## config.mk

```make
export PLATFORM = sky130hd
export DESIGN_NAME = button_gesture_detector_unit
export DESIGN_NICKNAME = d
export VERILOG_FILES = /design/src/rtl/core/bgd_pkg.sv /design/src/rtl/core/bgd_front.sv /design/src/rtl/core/bgd_queue.sv /design/src/rtl/core/bgd_back.sv /design/src/rtl/core/button_gesture_detector_unit.sv
export SDC_FILE = /design/constraint.sdc
export NUM_CORES = 1
export LEC_CHECK = 0
export ABC_CLOCK_PERIOD_IN_PS = 11400
export BUFFER_PORTS_ARGS = -buffer_cell sky130_fd_sc_hd__buf_2
export CAP_MARGIN = 40
export CELL_PAD_IN_SITES_DETAIL_PLACEMENT = 1
export CELL_PAD_IN_SITES_GLOBAL_PLACEMENT = 2
export CORE_MARGIN = 2
export CORE_UTILIZATION = 39
export CTS_BUF_LIST = sky130_fd_sc_hd__clkbuf_8 sky130_fd_sc_hd__clkbuf_16
export CTS_CLUSTER_DIAMETER = 200
export DETAILED_ROUTE_END_ITERATION = 8
export GPL_ROUTABILITY_DRIVEN = 0
export HOLD_SLACK_MARGIN = 0.05
export PLACE_DENSITY = 0.93
export SETUP_SLACK_MARGIN = 0.5
export SLEW_MARGIN = 0
export SYNTH_ARGS = -nofsm -noshare
export SYNTH_HDL_FRONTEND = slang
export SYNTH_HIERARCHICAL = 1
export SYNTH_SLANG_ARGS = --single-unit
export TNS_END_PERCENT = 10
```

## constraint.sdc

```tcl
create_clock -name aclk -period 11.4 [get_ports aclk]
set_input_delay 2.28 -clock aclk [delete_from_list [all_inputs] [get_ports aclk]]
set_output_delay 2.28 -clock aclk [all_outputs]
set_load 0.01 [all_outputs]
```

## src/rtl/core/bgd_pkg.sv

```systemverilog
// ----------------------------------------------------------------------------
// bgd_pkg: shared types and codes of the button gesture detector
// Event codes, register indexes and the queue entry that carries the
// events of one poll from the front end to the back end.
// ----------------------------------------------------------------------------
package bgd_pkg;

    localparam int TIME_W = 32;
    localparam int CFG_W  = 16;
    localparam int CODE_W = 3;
    localparam int MAX_EV = 3;
    localparam int IDX_W  = 4;

    localparam logic [CODE_W-1:0] EV_PRESSED  = 3'd0;
    localparam logic [CODE_W-1:0] EV_RELEASED = 3'd1;
    localparam logic [CODE_W-1:0] EV_CLICK    = 3'd2;
    localparam logic [CODE_W-1:0] EV_DOUBLE   = 3'd3;
    localparam logic [CODE_W-1:0] EV_LONG     = 3'd4;

    localparam logic [IDX_W-1:0] REG_POLARITY_LOW = 4'd0;
    localparam logic [IDX_W-1:0] REG_SETTLE_MS    = 4'd1;
    localparam logic [IDX_W-1:0] REG_HOLD_MS      = 4'd2;
    localparam logic [IDX_W-1:0] REG_PAIR_WINDOW  = 4'd3;

    // Events of one poll, in firing order in the low slots.
    typedef struct packed {
        logic [1:0]                    count;
        logic                          held;
        logic [MAX_EV-1:0][CODE_W-1:0] codes;
    } ev_entry_t;

endpackage

```

## src/rtl/core/bgd_front.sv

```systemverilog
// ----------------------------------------------------------------------------
// bgd_front: poll classifier
// Holds the configuration and the gesture state, takes one poll a cycle
// while the queue is not full, and turns it into a queue entry with up to three events.
// ----------------------------------------------------------------------------
module bgd_front (
    input  logic                              aclk,
    input  logic                              aresetn,
    input  logic                              cfg_wr_en,
    input  logic [bgd_pkg::IDX_W-1:0]         cfg_index,
    input  logic [bgd_pkg::CFG_W-1:0]         cfg_wdata,
    input  logic                              poll_valid,
    output logic                              poll_ready,
    input  logic                              pin_level,
    input  logic [bgd_pkg::TIME_W-1:0]        time_ms,
    input  logic                              q_full,
    output logic                              push,
    output bgd_pkg::ev_entry_t                push_entry
);

    logic                        polarity_low_reg;
    logic [bgd_pkg::CFG_W-1:0]   settle_ms_reg, hold_ms_reg, pair_window_reg;
    logic                        primed_reg, sampled_reg, stable_reg, long_fired_reg;
    logic                        click_waiting_reg;
    logic [bgd_pkg::TIME_W-1:0]  change_time_reg, press_time_reg, click_time_reg;

    logic                        accept, pressed, chg, settled, edge_hit, rising, falling;
    logic [bgd_pkg::TIME_W-1:0]  diff_chg, diff_press, diff_click;
    logic                        settle_ok, hold_ok, pair_ok, short_press;
    logic                        dbl_ev, rec_click, long_ev, click_ev;
    logic                        stable_next, lf_edge, cw_after;
    logic                        press_old_hold, click_old_pair;
    logic [3:0]                  cand_hit;
    logic [3:0][bgd_pkg::CODE_W-1:0] cand_code;
    logic [1:0]                  n_ev;
    bgd_pkg::ev_entry_t          entry;

    assign accept     = poll_valid && !q_full;
    assign poll_ready = !q_full;

    always_comb begin
        pressed    = polarity_low_reg ? !pin_level : pin_level;
        chg        = pressed != sampled_reg;
        diff_chg   = time_ms - change_time_reg;
        diff_press = time_ms - press_time_reg;
        diff_click = time_ms - click_time_reg;
        settle_ok  = diff_chg >= {16'd0, settle_ms_reg};
        hold_ok    = diff_press >= {16'd0, hold_ms_reg};
        pair_ok    = diff_click >= {16'd0, pair_window_reg};
        // A level change this poll restarts the settle timer at zero.
        settled    = chg ? (settle_ms_reg == '0) : settle_ok;
        edge_hit   = settled && (pressed != stable_reg);
        rising     = edge_hit && pressed;
        falling    = edge_hit && !pressed;

        short_press = !long_fired_reg && !hold_ok;
        dbl_ev      = falling && short_press && click_waiting_reg && !pair_ok;
        rec_click   = falling && short_press && !(click_waiting_reg && !pair_ok);

        stable_next = edge_hit ? pressed : stable_reg;
        lf_edge     = rising ? 1'b0 : long_fired_reg;
        // A press this poll restarts the hold timer at zero.
        press_old_hold = rising ? (hold_ms_reg == '0) : hold_ok;
        long_ev     = settled && stable_next && !lf_edge && press_old_hold;

        cw_after    = dbl_ev ? 1'b0 : (rec_click ? 1'b1 : click_waiting_reg);
        click_old_pair = rec_click ? (pair_window_reg == '0) : pair_ok;
        click_ev    = cw_after && click_old_pair;

        cand_hit  = {click_ev, long_ev, dbl_ev, edge_hit};
        cand_code = {bgd_pkg::EV_CLICK, bgd_pkg::EV_LONG, bgd_pkg::EV_DOUBLE,
                     (pressed ? bgd_pkg::EV_PRESSED : bgd_pkg::EV_RELEASED)};

        // Append fired events in order; at most three can fire together.
        entry = '0;
        n_ev  = 2'd0;
        for (int i = 0; i < 4; i++) begin
            if (cand_hit[i] && n_ev != 2'd3) begin
                entry.codes[n_ev] = cand_code[i];
                n_ev = n_ev + 2'd1;
            end
        end
        entry.count = n_ev;
        entry.held  = stable_next;
    end

    assign push       = accept && primed_reg && (n_ev != 2'd0);
    assign push_entry = entry;

    always_ff @(posedge aclk) begin
        if (!aresetn) begin
            polarity_low_reg  <= 1'b1;
            settle_ms_reg     <= 16'd20;
            hold_ms_reg       <= 16'd1000;
            pair_window_reg   <= 16'd300;
            primed_reg        <= 1'b0;
            sampled_reg       <= 1'b0;
            stable_reg        <= 1'b0;
            long_fired_reg    <= 1'b0;
            click_waiting_reg <= 1'b0;
            change_time_reg   <= '0;
            press_time_reg    <= '0;
            click_time_reg    <= '0;
        end else begin
            if (cfg_wr_en) begin
                case (cfg_index)
                    bgd_pkg::REG_POLARITY_LOW: polarity_low_reg <= cfg_wdata[0];
                    bgd_pkg::REG_SETTLE_MS:    settle_ms_reg    <= cfg_wdata;
                    bgd_pkg::REG_HOLD_MS:      hold_ms_reg      <= cfg_wdata;
                    bgd_pkg::REG_PAIR_WINDOW:  pair_window_reg  <= cfg_wdata;
                    default: ;
                endcase
            end
            if (accept) begin
                if (!primed_reg) begin
                    primed_reg      <= 1'b1;
                    sampled_reg     <= pressed;
                    stable_reg      <= pressed;
                    change_time_reg <= time_ms;
                end else begin
                    if (chg) begin
                        sampled_reg     <= pressed;
                        change_time_reg <= time_ms;
                    end
                    stable_reg        <= stable_next;
                    long_fired_reg    <= long_ev ? 1'b1 : lf_edge;
                    click_waiting_reg <= click_ev ? 1'b0 : cw_after;
                    if (rising)    press_time_reg <= time_ms;
                    if (rec_click) click_time_reg <= time_ms;
                end
            end
        end
    end

endmodule

```

## src/rtl/core/bgd_queue.sv

```systemverilog
// ----------------------------------------------------------------------------
// bgd_queue: event entry queue
// Small flop queue between classifier and event drain.
// ----------------------------------------------------------------------------
module bgd_queue #(
    parameter int DEPTH = 4
) (
    input  logic                          aclk,
    input  logic                          aresetn,
    input  logic                          push,
    input  bgd_pkg::ev_entry_t            push_entry,
    input  logic                          pop,
    output bgd_pkg::ev_entry_t            head,
    output logic                          empty,
    output logic                          full,
    output logic [$clog2(DEPTH+1)-1:0]    count
);

    localparam int PW = (DEPTH > 1) ? $clog2(DEPTH) : 1;
    localparam int CW = $clog2(DEPTH+1);

    bgd_pkg::ev_entry_t mem_reg [DEPTH];
    logic [PW-1:0]      wr_ptr_reg, rd_ptr_reg;
    logic [CW-1:0]      count_reg;
    logic               do_push, do_pop;

    assign empty   = count_reg == '0;
    assign full    = count_reg == CW'(DEPTH);
    assign count   = count_reg;
    assign head    = mem_reg[rd_ptr_reg];
    assign do_push = push && !full;
    assign do_pop  = pop && !empty;

    always_ff @(posedge aclk) begin
        if (do_push) mem_reg[wr_ptr_reg] <= push_entry;
    end

    always_ff @(posedge aclk) begin
        if (!aresetn) begin
            wr_ptr_reg <= '0;
            rd_ptr_reg <= '0;
            count_reg  <= '0;
        end else begin
            if (do_push)
                wr_ptr_reg <= (wr_ptr_reg == PW'(DEPTH-1)) ? '0 : wr_ptr_reg + PW'(1);
            if (do_pop)
                rd_ptr_reg <= (rd_ptr_reg == PW'(DEPTH-1)) ? '0 : rd_ptr_reg + PW'(1);
            if (do_push && !do_pop)      count_reg <= count_reg + CW'(1);
            else if (do_pop && !do_push) count_reg <= count_reg - CW'(1);
        end
    end

endmodule

```

## src/rtl/core/bgd_back.sv

```systemverilog
// ----------------------------------------------------------------------------
// bgd_back: event drain
// Steps through the events of the head entry, one per cycle while the
// output is not stalled, into the output register.
// ----------------------------------------------------------------------------
module bgd_back (
    input  logic                  aclk,
    input  logic                  aresetn,
    input  bgd_pkg::ev_entry_t    head,
    input  logic                  empty,
    output logic                  pop,
    output logic [1:0]            ev_idx,
    output logic                  m_tvalid,
    input  logic                  m_tready,
    output logic [7:0]            m_tdata,
    output logic                  m_tlast
);

    logic [1:0]                   idx_reg, idx_next;
    logic                         valid_reg;
    logic [bgd_pkg::CODE_W-1:0]   code_reg;
    logic                         held_reg, last_reg;
    logic                         load, last_ev;

    assign load    = !empty && (!valid_reg || m_tready);
    assign last_ev = (idx_reg + 2'd1) == head.count;
    assign pop     = load && last_ev;
    assign idx_next = load ? (last_ev ? 2'd0 : idx_reg + 2'd1) : idx_reg;
    assign ev_idx  = idx_reg;

    always_ff @(posedge aclk) begin
        if (!aresetn) begin
            idx_reg   <= 2'd0;
            valid_reg <= 1'b0;
        end else begin
            idx_reg <= idx_next;
            if (load)          valid_reg <= 1'b1;
            else if (m_tready) valid_reg <= 1'b0;
        end
    end

    always_ff @(posedge aclk) begin
        if (load) begin
            code_reg <= head.codes[idx_reg];
            held_reg <= head.held;
            last_reg <= last_ev;
        end
    end

    assign m_tvalid = valid_reg;
    assign m_tdata  = {4'd0, held_reg, code_reg};
    assign m_tlast  = last_reg;

endmodule

```

## src/rtl/core/button_gesture_detector_unit.sv

```systemverilog
// ----------------------------------------------------------------------------
// button_gesture_detector_unit: debounced button gestures from polls
// Path: an accepted poll's events pass through the queue and then the output register to m_.
// Throughput: one poll per cycle while the queue is not full; the drain steps
// one event per cycle while m_ is not stalled (three events per poll at most).
// Reset (aresetn low, synchronous): registers return to their defaults,
// gesture state clears, queue and output empty; the first poll only primes.
// ----------------------------------------------------------------------------
module button_gesture_detector_unit #(
    parameter int QUEUE_DEPTH = 4
) (
    input  logic                         aclk,
    input  logic                         aresetn,
    // Configuration write port
    input  logic                         cfg_wr_en,
    input  logic [bgd_pkg::IDX_W-1:0]    cfg_index,
    input  logic [bgd_pkg::CFG_W-1:0]    cfg_wdata,
    // Poll input
    input  logic                         s_tvalid,
    output logic                         s_tready,
    input  logic [39:0]                  s_tdata,   // [0] pin_level, [32:1] time_ms, rest 0
    // Event output
    output logic                         m_tvalid,
    input  logic                         m_tready,
    output logic [7:0]                   m_tdata,   // [2:0] event_code, [3] held_now, rest 0
    output logic                         m_tlast    // run_end: last event of a poll
);

    logic                             push, pop, q_empty, q_full;
    bgd_pkg::ev_entry_t               push_entry, head;
    logic [$clog2(QUEUE_DEPTH+1)-1:0] q_count;
    logic [1:0]                       ev_idx;

    // Front end: classify each poll and push its event list.
    bgd_front u_front (
        .aclk       (aclk),
        .aresetn    (aresetn),
        .cfg_wr_en  (cfg_wr_en),
        .cfg_index  (cfg_index),
        .cfg_wdata  (cfg_wdata),
        .poll_valid (s_tvalid),
        .poll_ready (s_tready),
        .pin_level  (s_tdata[0]),
        .time_ms    (s_tdata[32:1]),
        .q_full     (q_full),
        .push       (push),
        .push_entry (push_entry)
    );

    // Queue: decouple polls from event drain so each side can stall alone.
    bgd_queue #(
        .DEPTH (QUEUE_DEPTH)
    ) u_queue (
        .aclk       (aclk),
        .aresetn    (aresetn),
        .push       (push),
        .push_entry (push_entry),
        .pop        (pop),
        .head       (head),
        .empty      (q_empty),
        .full       (q_full),
        .count      (q_count)
    );

    // Back end: drain one event per cycle, while the output is not stalled, into the output register.
    bgd_back u_back (
        .aclk     (aclk),
        .aresetn  (aresetn),
        .head     (head),
        .empty    (q_empty),
        .pop      (pop),
        .ev_idx   (ev_idx),
        .m_tvalid (m_tvalid),
        .m_tready (m_tready),
        .m_tdata  (m_tdata),
        .m_tlast  (m_tlast)
    );

    // Queue never overfills.
    a_q_bound: assert property (@(posedge aclk) disable iff (!aresetn)
        q_count <= ($clog2(QUEUE_DEPTH+1))'(QUEUE_DEPTH))
        else $error("queue count beyond depth");

    // Every pushed entry carries one to three events.
    a_push_count: assert property (@(posedge aclk) disable iff (!aresetn)
        push |-> (push_entry.count != 2'd0))
        else $error("empty entry pushed");

    // Drain index stays inside the head entry.
    a_idx_range: assert property (@(posedge aclk) disable iff (!aresetn)
        !q_empty |-> (ev_idx < head.count))
        else $error("drain index beyond entry");

    // A pop completes an event run: the next output carries run_end.
    a_pop_last: assert property (@(posedge aclk) disable iff (!aresetn)
        pop |=> (m_tvalid && m_tlast))
        else $error("entry popped without last event");

endmodule
```

==> impl_metrics.tcl <==
set metrics [dict create \
    crit_required_ps 11870 \
    clock_path_buffers 3 \
    drt_pass1_iterations 4 \
    grt_use_total_pct 22.7 \
    tightestPinTransition_ps 851 \
    place_ws_ps 210 \
    avgSynthCellArea_um2 8.29 \
    critPathLaunchType "input pin" \
    yosysSeqAreaShare_pct 29.3 \
    cpMaxStageDelayCell "or4_1" \
    cts_buffers 27 \
    crit_arrival_ps 10820 \
    drt-total-wl_um 50800 \
    leakagePower_uw 0.00702 \
    largest_register_ffs 48 \
    cellPowerDensity_nw_per_um2 121 \
    r2r_end "u_queue/count[2]$_SDFFE_PN0P_" \
    grt_pass1_vias 15100 \
    synth_area_um2 16500 \
    grt_max_degree 89 \
    grt_pass1_wl_um 80000 \
    cts.htree.levels 1 \
    relSlewSlack_pct 42.8 \
    start_util_pct 39.4 \
    clock_insertion_delay_worst_skew_ps 560 \
    rrSetupSlack_ps 2640 \
    pin_count 76 \
    drtIter0Drc 691 \
    antenna_found_initial 1 \
    overflow 0 \
    final_area_um2 18300 \
    cap_violations 0 \
    hold_end "u_front/change_time_reg[17]$_SDFFE_PN0P_" \
    hold_depth 2 \
    async_reset_ff_share_pct 0 \
    die_h_um 210 \
    synthCells 1991 \
    nets 2243 \
    min_path_type "flop to flop" \
    hpwl_um 39900 \
    syn2layout_area_growth_pct 10.7 \
    num_vias 14500 \
    setup_tns_ps 0 \
    hold_viol 0 \
    cts_tree "done" \
    synth_edf_count 53 \
    place_area_um2 17300 \
    core_area_um2 41900 \
    period_minus_slack_ps 10360 \
    final_layout_size_suffix_gt1_share_pct 8.93 \
    port_buffers 64 \
    power_uw 2210 \
    r2r-start "u_front/click_time_reg[9]$_SDFFE_PN0P_" \
    path_max_fanout 8 \
    status "finished, final reports clean" \
    rsz0062_at_grt "no" \
    finalMaxSlewViolations 0 \
    min_from "u_front/change_time_reg[17]$_SDFFE_PN0P_" \
    drc 0 \
    cts.sinks 215 \
    antenna_left 0 \
    end_kind "flop" \
    period_share_pct 90.9 \
    vdd_ir_drop_max_v 0.000108 \
    skew_ps 15.9 \
    setup_ws_ps 1040 \
    die_w_um 210 \
    wl_per_cell_um 19.7 \
    synth_flop_cell "dfxtp_1" \
    max_freq_ghz 0.0966 \
    yosys_warnings 6 \
    fp.dieArea_um2 44000 \
    cts_root_buf "clkbuf_16" \
    ctsHoldBuffers 0 \
    clk_pin_slew_ps 60 \
    worstRegToRegCells 38 \
    ys_ff_latch 215 \
    ys_types 96 \
    dp_cells 2527 \
    setup_viol_count_final 0 \
    max_stage_delay_ps 530 \
    crit_type "input pin to flop" \
    rows 75 \
    final_cells 2578 \
    viasPerCell 5.63 \
    crit_top_cell "ha_1" \
]
-- stage by stage --
stage / utilization (%) / hold slack, ps
after floorplan: - / 443
after global placement: 41.2 / 451
after detailed placement: 41.3 / 460
after CTS: 43.5 / 468
after global routing: 43.7 / 488
final: 43.7 / 466
-- Yosys cell counts, types with 39 or more instances --
cell | n | area share, %
nor2_1 | 98 | 2.2
o21ai_0 | 70 | 2.1
edfxtp_1 | 53 | 9.6
a21boi_0 | 75 | 3.4
inv_1 | 187 | 4.3
nor2b_1 | 75 | 2.8
nand2_1 | 259 | 5.9
a21oi_1 | 114 | 3.5
ha_1 | 156 | 12
o211ai_1 | 39 | 1.8
nor3_1 | 40 | 1.2
dfxtp_1 | 162 | 20
mux2i_1 | 76 | 4.6
clkbuf_1 | 61 | 1.4
-- timing repair --
| action | in CTS | in global routing |
|---|---|---|
| endpoints found under the setup margin | 0 | 50 |
| resized for setup | 0 | 13 |
| buffers inserted | 0 | 1 |
-- cell families (layout without fill, tap and decap cells) --
family | Yosys count | in the layout | synth area share (%)
other | 2 | 7 | 0.0455
muxes | 94 | 94 | 6.87
adders and majority gates | 160 | 160 | 12.3
xor gates and xnor gates | 59 | 59 | 3.22
DFF | 215 | 215 | 29.3
and+or+nand+nor | 666 | 666 | 20.2
AOI/OAI and AO/OA | 517 | 517 | 21.3
buffers and inverters | 278 | 321 | 6.83
-- metal layers --
metal / up-vias / wire length, µm / track usage [%]
met5: - / 0 / 0
met4: 0 / 1760 / 7.41
met3: 83 / 1310 / 2.30
met2: 210 / 25000 / 41.0
met1: 7116 / 22700 / 28.1
li1: 7104 / - / -
-- worst max-delay path: cells and delay by family --
family	cells	cell delay [ps]
xor gates and xnor gates	2	380
buffers and inverters	4	430
muxes	2	580
and+or+nand+nor	12	2530
AOI/OAI and AO/OA	10	2490
adders and majority gates	7	2120
-- power breakdown --
part,switching [µW],internal (µW),leakage [µW]
Combinational,314,195,0.00474
Sequential,12.3,798,0.00182
Clock,352,541,0.000457
-- how the worst max path moves through the flow --
stage                           start                             to  slack [ps]  cells past startpoint
after floorplan           s_tdata[15]  u_queue/count[2]$_SDFFE_PN0P_        1700                     35
after global placement     s_tdata[7]  u_queue/count[2]$_SDFFE_PN0P_         400                     38
after detailed placement   s_tdata[8]  u_queue/count[2]$_SDFFE_PN0P_         210                     37
after CTS                  s_tdata[8]  u_queue/count[2]$_SDFFE_PN0P_         610                     37
after global routing       s_tdata[8]  u_queue/count[2]$_SDFFE_PN0P_         530                     36
final                      s_tdata[1]  u_queue/count[2]$_SDFFE_PN0P_        1040                     37
-- layout make-up --
cell class,instances,area (µm²)
antenna,2,5.00
clock buffer,30,717
multi-input combinational,1501,10600
timing repair buffer,86,508
clock inverter,18,201
tap,539,674
inverter,187,702
sequential,215,4830
fill,5041,23600
-- cell usage in the layout (no fill, tap or decap), types with 16 or more instances in the layout --
| master | n |
|---|---|
| o21ai_0 | 70 |
| a211oi_1 | 20 |
| xor2_1 | 20 |
| o211ai_1 | 39 |
| and2_1 | 20 |
| a21o_1 | 38 |
| edfxtp_1 | 53 |
| nor2b_1 | 75 |
| buf_4 | 22 |
| buf_2 | 63 |
| mux2i_1 | 76 |
| nor4_1 | 16 |
| a21oi_1 | 114 |
| a21boi_0 | 75 |
| dfxtp_1 | 162 |
| clkbuf_16 | 27 |
| o21a_1 | 34 |
| nand2b_1 | 24 |
| inv_1 | 189 |
| nand4_1 | 32 |
| nor3_1 | 39 |
| ha_1 | 156 |
| nor2_1 | 97 |
| nand2_1 | 259 |
| xnor2_1 | 37 |
| nand3_1 | 25 |
No activity file was read; power rests on OpenSTA's default activity.
